`src/ppca_pkg.sv`:
```
// Package: shared types and constants for the p-persistent channel access controller.
package ppca_pkg;

  localparam int unsigned RAND_BYTE_MAX    = 255;
  localparam int unsigned RANDOM_W         = 8;
  localparam int unsigned PERSIST_W        = 8;
  localparam int unsigned SLOT_W           = 16;
  localparam int unsigned CFG_IDX_W        = 2;
  localparam int unsigned CFG_DATA_W       = 16;
  localparam int unsigned ACC_W            = 2;

  localparam logic [PERSIST_W-1:0] PERSIST_RESET   = 8'd63;
  localparam logic [SLOT_W-1:0]    SLOT_TIME_RESET = 16'd100;
  localparam logic                 FULL_DUP_RESET  = 1'b0;

  localparam logic [ACC_W-1:0] ACC_IDLE      = 2'd0;
  localparam logic [ACC_W-1:0] ACC_WAIT_FREE = 2'd1;
  localparam logic [ACC_W-1:0] ACC_SLOT_WAIT = 2'd2;
  localparam logic [ACC_W-1:0] ACC_TX        = 2'd3;

  typedef enum logic [CFG_IDX_W-1:0] {
    CFG_PERSISTENCE = 2'd0,
    CFG_SLOT_TIME   = 2'd1,
    CFG_FULL_DUPLEX = 2'd2
  } cfg_idx_e;

  typedef enum logic [3:0] {
    ST_IDLE      = 4'b0001,
    ST_WAIT_FREE = 4'b0010,
    ST_SLOT_WAIT = 4'b0100,
    ST_TX        = 4'b1000
  } access_state_e;

  typedef struct packed {
    logic [PERSIST_W-1:0] persistence;
    logic [SLOT_W-1:0]    slot_time;
    logic                 full_duplex;
  } cfg_t;

  typedef struct packed {
    logic                frame_pending;
    logic                carrier_busy;
    logic                tx_finished;
    logic [RANDOM_W-1:0] random_value;
  } in_item_t;

  typedef struct packed {
    logic             ptt_on;
    logic             tx_start;
    logic             rx_indicator;
    logic [ACC_W-1:0] access_state;
  } out_item_t;

endpackage

```
`src/ppca_in_if.sv`:
```
// Interface: tick item channel into the channel access controller.
interface ppca_in_if;
  logic       valid;
  logic       ready;
  logic       frame_pending;
  logic       carrier_busy;
  logic       tx_finished;
  logic [7:0] random_value;

  modport source (
    output valid, frame_pending, carrier_busy, tx_finished, random_value,
    input  ready
  );
  modport sink (
    input  valid, frame_pending, carrier_busy, tx_finished, random_value,
    output ready
  );
endinterface

```
`src/ppca_out_if.sv`:
```
// Interface: result item channel out of the channel access controller.
interface ppca_out_if;
  logic       valid;
  logic       ready;
  logic       ptt_on;
  logic       tx_start;
  logic       rx_indicator;
  logic [1:0] access_state;

  modport source (
    output valid, ptt_on, tx_start, rx_indicator, access_state,
    input  ready
  );
  modport sink (
    input  valid, ptt_on, tx_start, rx_indicator, access_state,
    output ready
  );
endinterface

```
`src/ppca_cfg.sv`:
```
// Configuration register file: persistence, slot time and full duplex.
module ppca_cfg (
  input  logic                                clk_i,
  input  logic                                rst_ni,
  input  logic                                cfg_we_i,
  input  logic [ppca_pkg::CFG_IDX_W-1:0]      cfg_idx_i,
  input  logic [ppca_pkg::CFG_DATA_W-1:0]     cfg_data_i,
  output ppca_pkg::cfg_t                      cfg_o
);
  import ppca_pkg::*;

  cfg_t cfg_q;
  cfg_t cfg_d;

  always_comb begin
    cfg_d = cfg_q;
    if (cfg_we_i) begin
      unique case (cfg_idx_i)
        CFG_PERSISTENCE: cfg_d.persistence = cfg_data_i[PERSIST_W-1:0];
        CFG_SLOT_TIME:   cfg_d.slot_time   = cfg_data_i[SLOT_W-1:0];
        CFG_FULL_DUPLEX: cfg_d.full_duplex = cfg_data_i[0];
        default:         cfg_d = cfg_q;
      endcase
    end
  end

  always_ff @(posedge clk_i or negedge rst_ni) begin
    if (!rst_ni) begin
      cfg_q.persistence <= PERSIST_RESET;
      cfg_q.slot_time   <= SLOT_TIME_RESET;
      cfg_q.full_duplex <= FULL_DUP_RESET;
    end else begin
      cfg_q <= cfg_d;
    end
  end

  assign cfg_o = cfg_q;

endmodule

```
`src/ppca_ctrl.sv`:
```
// Access state machine: slot counter, PTT level and per-tick result logic.
module ppca_ctrl #(
  parameter int unsigned RandomRange = 256
) (
  input  logic                  clk_i,
  input  logic                  rst_ni,
  input  logic                  step_i,
  input  ppca_pkg::in_item_t    item_i,
  input  ppca_pkg::cfg_t        cfg_i,
  output ppca_pkg::out_item_t   res_o
);
  import ppca_pkg::*;

  localparam int unsigned LutDepth = RAND_BYTE_MAX + 1;

  access_state_e      state_q, state_d;
  logic [SLOT_W-1:0]  cnt_q, cnt_d;
  logic               ptt_q, ptt_d;
  logic               start;
  logic [RANDOM_W-1:0] draw;
  logic [ACC_W-1:0]   acc_code;

  // Draw reduced modulo the random range; table fixed at elaboration.
  logic [RANDOM_W-1:0] draw_lut [LutDepth];
  for (genvar g = 0; g < LutDepth; g++) begin : g_lut
    assign draw_lut[g] = RANDOM_W'(g % RandomRange);
  end
  assign draw = draw_lut[item_i.random_value];

  always_comb begin
    state_d = state_q;
    cnt_d   = cnt_q;
    ptt_d   = ptt_q;
    start   = 1'b0;
    unique case (state_q)
      ST_IDLE: begin
        if (item_i.frame_pending) begin
          if (cfg_i.full_duplex || !item_i.carrier_busy) begin
            state_d = ST_TX;
            ptt_d   = 1'b1;
            start   = 1'b1;
          end else begin
            state_d = ST_WAIT_FREE;
          end
        end
      end
      ST_WAIT_FREE: begin
        if (!item_i.carrier_busy) begin
          if (draw > cfg_i.persistence) begin
            cnt_d   = cfg_i.slot_time;
            state_d = ST_SLOT_WAIT;
          end else begin
            state_d = ST_TX;
            ptt_d   = 1'b1;
            start   = 1'b1;
          end
        end
      end
      ST_SLOT_WAIT: begin
        if (item_i.carrier_busy) begin
          state_d = ST_WAIT_FREE;
        end else if (cnt_q == '0) begin
          state_d = ST_TX;
          ptt_d   = 1'b1;
          start   = 1'b1;
        end else begin
          cnt_d = cnt_q - SLOT_W'(1);
        end
      end
      ST_TX: begin
        if (item_i.tx_finished) begin
          state_d = ST_IDLE;
          ptt_d   = 1'b0;
        end
      end
      default: begin
        state_d = ST_IDLE;
        ptt_d   = 1'b0;
      end
    endcase
  end

  always_comb begin
    unique case (state_d)
      ST_IDLE:      acc_code = ACC_IDLE;
      ST_WAIT_FREE: acc_code = ACC_WAIT_FREE;
      ST_SLOT_WAIT: acc_code = ACC_SLOT_WAIT;
      ST_TX:        acc_code = ACC_TX;
      default:      acc_code = ACC_IDLE;
    endcase
  end

  always_ff @(posedge clk_i or negedge rst_ni) begin
    if (!rst_ni) begin
      state_q <= ST_IDLE;
      cnt_q   <= '0;
      ptt_q   <= 1'b0;
    end else if (step_i) begin
      state_q <= state_d;
      cnt_q   <= cnt_d;
      ptt_q   <= ptt_d;
    end
  end

  assign res_o.ptt_on       = ptt_d;
  assign res_o.tx_start     = start;
  assign res_o.rx_indicator = item_i.carrier_busy;
  assign res_o.access_state = acc_code;

endmodule

```
`src/p_persistent_channel_access.sv`:
```
// Top level: p-persistent CSMA channel access controller for a packet radio modem.
// One tick item goes in, one result item comes out. An item is registered on
// entry; the state machine reads it there and commits its update as the result
// lands in an output register. A new tick can be taken every clock while the
// result side is ready, so sustained rate is one item per cycle when nothing
// stalls. The input register keeps taking items while a result waits, as long
// as the output register is freed in the same cycle. Random bytes are reduced
// modulo RANDOM_RANGE through a constant table before the persistence compare.
module p_persistent_channel_access #(
  parameter int unsigned RANDOM_RANGE = 256
) (
  input  logic                             clk_i,
  input  logic                             rst_ni,
  ppca_in_if.sink                          in_i,
  ppca_out_if.source                       out_o,
  input  logic                             cfg_we_i,
  input  logic [ppca_pkg::CFG_IDX_W-1:0]   cfg_idx_i,
  input  logic [ppca_pkg::CFG_DATA_W-1:0]  cfg_data_i
);
  import ppca_pkg::*;

  cfg_t      cfg;
  in_item_t  in_item;
  in_item_t  s1_item_q;
  logic      s1_valid_q;
  logic      s1_adv;
  out_item_t res;
  out_item_t out_item_q;
  logic      out_valid_q;

  assign in_item.frame_pending = in_i.frame_pending;
  assign in_item.carrier_busy  = in_i.carrier_busy;
  assign in_item.tx_finished   = in_i.tx_finished;
  assign in_item.random_value  = in_i.random_value;

  assign s1_adv     = s1_valid_q && (!out_valid_q || out_o.ready);
  assign in_i.ready = !s1_valid_q || s1_adv;

  ppca_cfg u_cfg (
    .clk_i      (clk_i),
    .rst_ni     (rst_ni),
    .cfg_we_i   (cfg_we_i),
    .cfg_idx_i  (cfg_idx_i),
    .cfg_data_i (cfg_data_i),
    .cfg_o      (cfg)
  );

  ppca_ctrl #(
    .RandomRange (RANDOM_RANGE)
  ) u_ctrl (
    .clk_i  (clk_i),
    .rst_ni (rst_ni),
    .step_i (s1_adv),
    .item_i (s1_item_q),
    .cfg_i  (cfg),
    .res_o  (res)
  );

  always_ff @(posedge clk_i or negedge rst_ni) begin
    if (!rst_ni) begin
      s1_valid_q  <= 1'b0;
      out_valid_q <= 1'b0;
    end else begin
      if (in_i.valid && in_i.ready) begin
        s1_valid_q <= 1'b1;
      end else if (s1_adv) begin
        s1_valid_q <= 1'b0;
      end
      if (s1_adv) begin
        out_valid_q <= 1'b1;
      end else if (out_o.ready) begin
        out_valid_q <= 1'b0;
      end
    end
  end

  always_ff @(posedge clk_i) begin
    if (in_i.valid && in_i.ready) begin
      s1_item_q <= in_item;
    end
    if (s1_adv) begin
      out_item_q <= res;
    end
  end

  assign out_o.valid        = out_valid_q;
  assign out_o.ptt_on       = out_item_q.ptt_on;
  assign out_o.tx_start     = out_item_q.tx_start;
  assign out_o.rx_indicator = out_item_q.rx_indicator;
  assign out_o.access_state = out_item_q.access_state;

  // PTT level tracks the transmitting state exactly.
  a_ptt_tx : assert property (@(posedge clk_i) disable iff (!rst_ni)
    out_valid_q |-> (out_item_q.ptt_on == (out_item_q.access_state == ACC_TX)))
    else $error("ptt_on disagrees with access state");

  // A start pulse only comes with the transmitting state.
  a_start_tx : assert property (@(posedge clk_i) disable iff (!rst_ni)
    (out_valid_q && out_item_q.tx_start) |-> (out_item_q.access_state == ACC_TX))
    else $error("tx_start outside transmitting");

  // A held entry item stays put until it moves on.
  a_s1_hold : assert property (@(posedge clk_i) disable iff (!rst_ni)
    (s1_valid_q && !s1_adv) |=> (s1_valid_q && $stable(s1_item_q)))
    else $error("entry item lost while stalled");

  // A result is only replaced once it has been taken.
  a_out_hold : assert property (@(posedge clk_i) disable iff (!rst_ni)
    (out_valid_q && !out_o.ready) |=> (out_valid_q && $stable(out_item_q)))
    else $error("result overwritten while stalled");

endmodule

```
`src/flat_wrapper.sv`:
```
// flat-port wrapper written by rule: the top's interface ports become plain ports
module p_persistent_channel_access_flat import ppca_pkg::*;
#(
  parameter int unsigned RANDOM_RANGE = 256
)
  (clk_i, rst_ni, cfg_we_i, cfg_idx_i, cfg_data_i, in_i_valid, in_i_frame_pending, in_i_carrier_busy, in_i_tx_finished, in_i_random_value, in_i_ready, out_o_valid, out_o_ptt_on, out_o_tx_start, out_o_rx_indicator, out_o_access_state, out_o_ready);
  ppca_in_if in_i_i ();
  ppca_out_if out_o_i ();
  input  logic clk_i;
  input  logic rst_ni;
  input  logic cfg_we_i;
  input  logic [ppca_pkg::CFG_IDX_W-1:0] cfg_idx_i;
  input  logic [ppca_pkg::CFG_DATA_W-1:0] cfg_data_i;
  input wire logic [$bits(in_i_i.valid)-1:0] in_i_valid;
  input wire logic [$bits(in_i_i.frame_pending)-1:0] in_i_frame_pending;
  input wire logic [$bits(in_i_i.carrier_busy)-1:0] in_i_carrier_busy;
  input wire logic [$bits(in_i_i.tx_finished)-1:0] in_i_tx_finished;
  input wire logic [$bits(in_i_i.random_value)-1:0] in_i_random_value;
  output wire logic [$bits(in_i_i.ready)-1:0] in_i_ready;
  output wire logic [$bits(out_o_i.valid)-1:0] out_o_valid;
  output wire logic [$bits(out_o_i.ptt_on)-1:0] out_o_ptt_on;
  output wire logic [$bits(out_o_i.tx_start)-1:0] out_o_tx_start;
  output wire logic [$bits(out_o_i.rx_indicator)-1:0] out_o_rx_indicator;
  output wire logic [$bits(out_o_i.access_state)-1:0] out_o_access_state;
  input wire logic [$bits(out_o_i.ready)-1:0] out_o_ready;
  assign in_i_i.valid = in_i_valid;
  assign in_i_i.frame_pending = in_i_frame_pending;
  assign in_i_i.carrier_busy = in_i_carrier_busy;
  assign in_i_i.tx_finished = in_i_tx_finished;
  assign in_i_i.random_value = in_i_random_value;
  assign in_i_ready = in_i_i.ready;
  assign out_o_valid = out_o_i.valid;
  assign out_o_ptt_on = out_o_i.ptt_on;
  assign out_o_tx_start = out_o_i.tx_start;
  assign out_o_rx_indicator = out_o_i.rx_indicator;
  assign out_o_access_state = out_o_i.access_state;
  assign out_o_i.ready = out_o_ready;
  p_persistent_channel_access #(.RANDOM_RANGE(RANDOM_RANGE)) u_core (.clk_i(clk_i), .rst_ni(rst_ni), .in_i(in_i_i), .out_o(out_o_i), .cfg_we_i(cfg_we_i), .cfg_idx_i(cfg_idx_i), .cfg_data_i(cfg_data_i));
endmodule
```
`config.mk`:
```
export PLATFORM = sky130hd
export DESIGN_NAME = p_persistent_channel_access_flat
export DESIGN_NICKNAME = d
export VERILOG_FILES = /design/src/ppca_pkg.sv /design/src/ppca_in_if.sv /design/src/ppca_out_if.sv /design/src/ppca_cfg.sv /design/src/ppca_ctrl.sv /design/src/p_persistent_channel_access.sv /design/src/flat_wrapper.sv
export SDC_FILE = /design/constraint.sdc
export NUM_CORES = 1
export LEC_CHECK = 0
export ABC_AREA = 0
export BUFFER_PORTS_ARGS = -buffer_cell sky130_fd_sc_hd__buf_4
export CAP_MARGIN = 25
export CORE_UTILIZATION = 30
export CTS_BUF_LIST = sky130_fd_sc_hd__clkbuf_2 sky130_fd_sc_hd__clkbuf_4 sky130_fd_sc_hd__clkbuf_8
export CTS_CLUSTER_SIZE = 14
export DETAILED_ROUTE_END_ITERATION = 16
export PLACE_DENSITY_LB_ADDON = 0.15
export SLEW_MARGIN = 5
export SYNTH_ARGS = -nofsm -noshare
export SYNTH_HDL_FRONTEND = slang
export SYNTH_SLANG_ARGS = --single-unit
export TNS_END_PERCENT = 20
```
`constraint.sdc`:
```
create_clock -name clk_i -period 4.3 [get_ports clk_i]
set_clock_uncertainty 0.05 [all_clocks]
set_input_delay 0.645 -clock clk_i [delete_from_list [all_inputs] [get_ports clk_i]]
set_output_delay 0.645 -clock clk_i [all_outputs]
set_load 0.02 [all_outputs]
```
Yosys cells after proc, flatten, opt, wreduce, memory -nomap -nowiden
Memories as Yosys holds them, arrays and structs flattened.
Cells that the tools add are included.
{"block": "word_totals", "out_inout_bits": 7, "inputBits": 34, "regBits": 64, "mem_count": 1, "rom_bits": 2048}
{"name": "(name not given)", "words": 256, "width": 8, "read_ports": 1, "rd_ports_with_merged_regs": 0, "wr": 0, "line_no": "ppca_ctrl.sv:28", "rtl": "assign draw = draw_lut[item_i.random_value];"}
{"block": "op_classes", "n_bitwise": 1, "addsub": 1, "n_lt_le_gt_ge": 2, "eq_ne": 13, "n_mux": 35, "reduce_logical": 17}
{"cell": "two-way mux 16 bit", "count": 4}
{"cell": "case mux 16 bit (2 select lines)", "count": 1}
{"cell": "two-way mux 4 bit", "count": 7}
{"cell": "two-way mux 1 bit", "count": 17}
{"cell": "zero test 16 bit", "count": 1}
{"cell": "two-way mux 8 bit", "count": 2}
{"cell": "case mux 4 bit (4 select lines)", "count": 1}
{"cell": "subtractor 16 x 1 -> 16 bit, second input constant", "count": 1}
{"cell": "greater-or-equal comparator 9 bit, second input constant", "count": 1}
{"cell": "inverter 8 -> 9 bit", "count": 1}
{"cell": "== test 4 x 2 -> 1 bit, second input constant", "count": 2}
{"cell": "== test 4 x 3 -> 1 bit, second input constant", "count": 2}
{"cell": "== test 4 bit, second input constant", "count": 2}
{"cell": "greater-than comparator 8 bit", "count": 1}
{"cell": "!= test 2 bit, second input constant", "count": 4}
{"cell": "case mux 2 bit (3 select lines)", "count": 1}
{"cell": "AND reduction 2 bit", "count": 3}
{"cell": "AND reduction 6 bit", "count": 1}
{"cell": "nonzero test 2 bit", "count": 3}
{"cell": "== test 4 x 1 -> 1 bit, second input constant", "count": 1}
{"cell": "case mux 1 bit (4 select lines)", "count": 1}
{"cell": "zero test 1 bit", "count": 3}
{"cell": "logical OR 1 bit", "count": 3}
{"cell": "case mux 1 bit (3 select lines)", "count": 1}
{"cell": "other kinds (4)", "count": 5}

Depth between registers and ports, before layout
{"block": "logic_depth", "depth_word": 10, "depth_mapped": 9, "depth_no_buf": 8}

By module
Synthesis repeated with hierarchy kept, for this count alone.
{"block": "unflattened", "cells_unflattened": 283, "hier_area_um2": 3224.3}
{"mod": "ppca_ctrl", "cells_per_inst": 205, "area_each_um2": 1664.1, "n_inst": 1, "seq_area_each_um2": 526.8}
{"mod": "ppca_cfg", "cells_per_inst": 54, "area_each_um2": 975.9, "n_inst": 1, "seq_area_each_um2": 636.9}
{"mod": "p_persistent_channel_access", "cells_per_inst": 24, "area_each_um2": 584.3, "n_inst": 1, "seq_area_each_um2": 530.5}

Least setup slack after synthesis
No wires, ideal clock.
{"block": "synth_timing", "path_kind": "register -> register", "start": "register u_core.u_cfg.cfg_q, in the netlist u_core.u_cfg.cfg_o[20]", "end": "register u_core.u_ctrl.cnt_q[3]", "path_slack_ns": 2.151, "arrival_time_ns": 1.978, "path_buffers": 1, "setup_time_ns": 0.121, "required_ns": 4.129, "stages_incl_launch_ff": 10, "path_cell_list": "dfstp_2 inv_1 ha_1 and4_1 nand2_1 a31o_2 o21ai_2 buf_2 a21oi_1 o22a_1"}
{"block": "synth_between", "elab_chain_cells": 3}
{"item": "start: declaration", "line_no": "ppca_cfg.sv:12", "rtl": "cfg_t cfg_q;"}
{"item": "start signal: assignment", "line_no": "ppca_cfg.sv:33", "rtl": "cfg_q <= cfg_d;"}
{"item": "greater-than comparator 8 bit", "line_no": "ppca_ctrl.sv:49", "rtl": "if (draw > cfg_i.persistence) begin"}
{"item": "!= test 2 bit (no line)"}
{"item": "AND reduction 6 bit (no line)"}
{"item": "end signal: assignment", "line_no": "ppca_ctrl.sv:100", "rtl": "cnt_q <= cnt_d;"}
{"item": "end: declaration", "line_no": "ppca_ctrl.sv:17", "rtl": "logic [SLOT_W-1:0] cnt_q, cnt_d;"}
Every way passes these cells.
A chain may end at the register's enable or synchronous reset.

Final worst setup path
{"block": "layout_timing", "start": "register u_core.u_ctrl.state_q[0]", "end": "register u_core.u_ctrl.cnt_q[0]"}
{"block": "layout_between", "elab_chain_cells": 3, "word_cells_on_any_way": 9, "classes_between": "6 x eq/ne; 1 x mux; 2 x reduce/logical"}
{"item": "start: declaration", "line_no": "ppca_ctrl.sv:16", "rtl": "access_state_e state_q, state_d;"}
{"item": "start signal: assignment", "line_no": "ppca_ctrl.sv:99", "rtl": "state_q <= state_d;"}
{"item": "== test 4 x 2 -> 1 bit / == test 4 x 3 -> 1 bit (equally long branches)", "line_no": "ppca_ctrl.sv:35", "rtl": "unique case (state_q)"}
{"item": "!= test 2 bit (no line) / nonzero test 2 bit (equally long branches)"}
{"item": "AND reduction 6 bit (no line)"}
Parallel ways exist; a longest one is shown, timed or not.

==> out/metrics.cfg <==
[synth]
synth_compound_area_share_pct=16.3
yosys.area_share.simple_pct=15.4
seq_area_frac_synth_pct=53.9
synthAdderAreaFrac_pct=3.58
synth_area_sq_mm=0.00314
synth.area.top_cells=dfrtp_1 (30%), edfxtp_1 (15%), dfstp_2 (8.4%)
synth-seq-cells=64
synthMuxAreaShare_pct=6.76
synth_top_area_share_pct=30.2
syn_area_per_cell_sq_um=10.8
synth_edf_count=16
synthFlopType=dfrtp_1
synth_nets=335
async_reset_ff_share_pct=75.0
synthXorXnorAreaFrac_pct=0.279
synth_cells=292
synth_top_area_cell=dfrtp_1
ys_warn_count=0
synth_top_family_by_area=compound AO/OA/AOI/OAI gates
synth_cell_types=48

[floorplanning]
top_level_ports=41
dieArea_sq_mm=0.0109
core_sq_mm=0.0102
initial_utilization_pct=30.7
die_x_microns=104
fp-row-count=37
die_y_microns=104

[layout]
final_cell_mix=buf_4 (45), dfrtp_1 (38), nor2_1 (29)
layout.nets=379
mostFrequentLayoutCell=buf_4
fin_cells=477
multi_input_area_sq_mm=0.00134
filler_cell_count=1024
diodes=0
drive_gt1_share_pct=28.2
syn_to_final_growth_pct=21.1
ff_latch_area_sq_mm=0.00169

[drt]
vias=2340
drc_errors=0
routedWlPerCell_microns=14.2
first_iter_violations=87
firstDrtPassIters=6
vias_per_cell=4.91
final_antenna_net_count=0
drt-total-wl_microns=6760

[critical_path]
required_ns=4.50
arrival_ns=2.72
crit_type=reg2reg
critPathCaptureType=register
path_max_fanout=25
critPathLaunchType=register

[sta]
timing.final.crit_share_pct=58.8
setup_tns_ns=0
rsz0062_at_grt=no
hold_viol=0
period_minus_slack_ns=2.53
relSlewSlack_pct=43.0
setup_viol=0
tightestPinTransition_ns=0.852
slew_viol_final=0
fmax_mhz=396

[global_route]
grt_pass1_wl_microns=11800
grt_pass1_vias=2378
grt_remaining_overflow=0
grt_max_degree=49
grt_use_total_pct=13.9
antenna_found_initial=0

[placement]
dp_hpwl_microns=4750
place.gp.congestion=0.759
numPortBuffers=40
dp.cells=460

[power]
p_leak_nw=1.63
peakVddDrop_mv=0.185
cellPowerDensity_mw_per_mm2=474

[clocking]
cts_root_buf=clkbuf_8
numCtsBuffers=9
cts_tree=yes
clkTransAtPathRegs_ns=0.08
cts_resized=0
insertion_delay_ns=0.34
cts.sinks=64
cts_hold_buf=0
postCtsSetupBuffers=0
h-tree-depth=3
cts_max_path_buffers=2

[min_path]
hold_path.class=in2async

[status]
status=finished, final reports clean

[job]
drv_cap=0

## final cells by class
class / count / area share, %
inverter: 15 / 1.48
tap: 136 / 4.47
clock buffer: 12 / 4.01
sequential: 64 / 44.5
multi-input combinational: 200 / 35.1
clock inverter: 4 / 1.15
timing repair buffer: 46 / 9.27
## power by group
part / leakage (nW) / switching, mW / internal, mW
sequential: 0.737 / 0.109 / 0.763
clock: 0.105 / 0.234 / 0.293
combinational: 0.789 / 0.219 / 0.185
## logic make-up (layout without fill, tap and decap cells)
kind of cell / after synthesis / count (layout)
fa+ha+maj: 9 / 9
mux: 19 / 19
xor+xnor: 1 / 1
flops: 64 / 64
buf+inv: 28 / 77
simple gates: 96 / 96
compound gates: 75 / 75
## Yosys cell counts, types with 4 or more instances
| master | n |
|---|---|
| nand2b_1 | 4 |
| inv_1 | 15 |
| mux2_2 | 18 |
| nor2_1 | 29 |
| a31oi_1 | 10 |
| dfstp_2 | 10 |
| edfxtp_1 | 16 |
| nor2b_1 | 4 |
| o22a_1 | 10 |
| nor3_1 | 8 |
| a21oi_1 | 15 |
| o21ai_1 | 6 |
| nand3_1 | 4 |
| ha_1 | 9 |
| dfrtp_1 | 38 |
| clkbuf_1 | 8 |
| o21ai_0 | 13 |
| nand2_1 | 23 |
| o31ai_1 | 4 |
## final timing paths
kind | from | endpoint | slack, ns | cells past startpoint
worst max-delay path | u_core.u_ctrl.state_q[0]$_DFFE_PN1P_ | u_core.u_ctrl.cnt_q[0]$_DFFE_PN0P_ | 1.77 | 8
worst min-delay path | rst_ni | u_core.u_cfg.cfg_o[13]$_DFFE_PN0P_ | 0.27 | 1
worst max register to register | u_core.u_ctrl.state_q[0]$_DFFE_PN1P_ | u_core.u_ctrl.cnt_q[0]$_DFFE_PN0P_ | 1.77 | 8
worst min register to register | u_core.u_cfg.cfg_o[2]$_DFFE_PN0P_ | u_core.u_cfg.cfg_o[2]$_DFFE_PN0P_ | 0.45 | 1
max in group asynchronous | rst_ni | u_core.u_ctrl.cnt_q[0]$_DFFE_PN0P_ | 3.48 | 1
min in group clk_i | in_i_random_value[1] | u_core.s1_item_q[1]$_DFFE_PP_ | 0.43 | 1
## worst max-delay path: stages, from the launching register on
cell and delay [ns]:
dfstp_2 0.66, nor4b_2 0.09, buf_4 0.19, and4_1 0.28, a311oi_1 0.44, o21ai_2 0.12
buf_8 0.18, or3_1 0.34, o21ai_0 0.08
## flip-flops by register name, indices dropped and copies added, names as in the netlist
name / cells
u_core.out_o.rx_indicator: 1
u_core.out_o.ptt_on: 1
u_core.u_ctrl.cnt_q: 16
u_core.u_ctrl.ptt_q: 1
u_core.out_o.tx_start: 1
u_core.s1_valid_q: 1
u_core.out_o.valid: 1
u_core.s1_item_q: 11
u_core.u_cfg.cfg_o: 25
u_core.out_o.access_state: 2
u_core.u_ctrl.state_q: 4
## per-stage QoR
step	cell area (sq um)	util (%)	power (mW)	hold slack (ns)	setup slack, ns
after floorplan	3140	-	1.16	0.299	2.15
after global placement	3590	35.1	1.28	0.428	1.48
after detailed placement	3590	35.1	1.29	0.441	1.42
after CTS	3790	37.1	1.83	0.298	1.39
after global routing	3810	37.2	1.93	0.321	1.52
final	3810	37.2	1.80	0.273	1.77
## metal layers
metal  global-route usage, %  share of wire (%)
met5                       0                  0
met4                    5.82                1.3
met3                    2.63                3.2
met2                    21.9                 47
met1                    18.5                 48
Note: power is estimated with default switching activity, not from simulation.
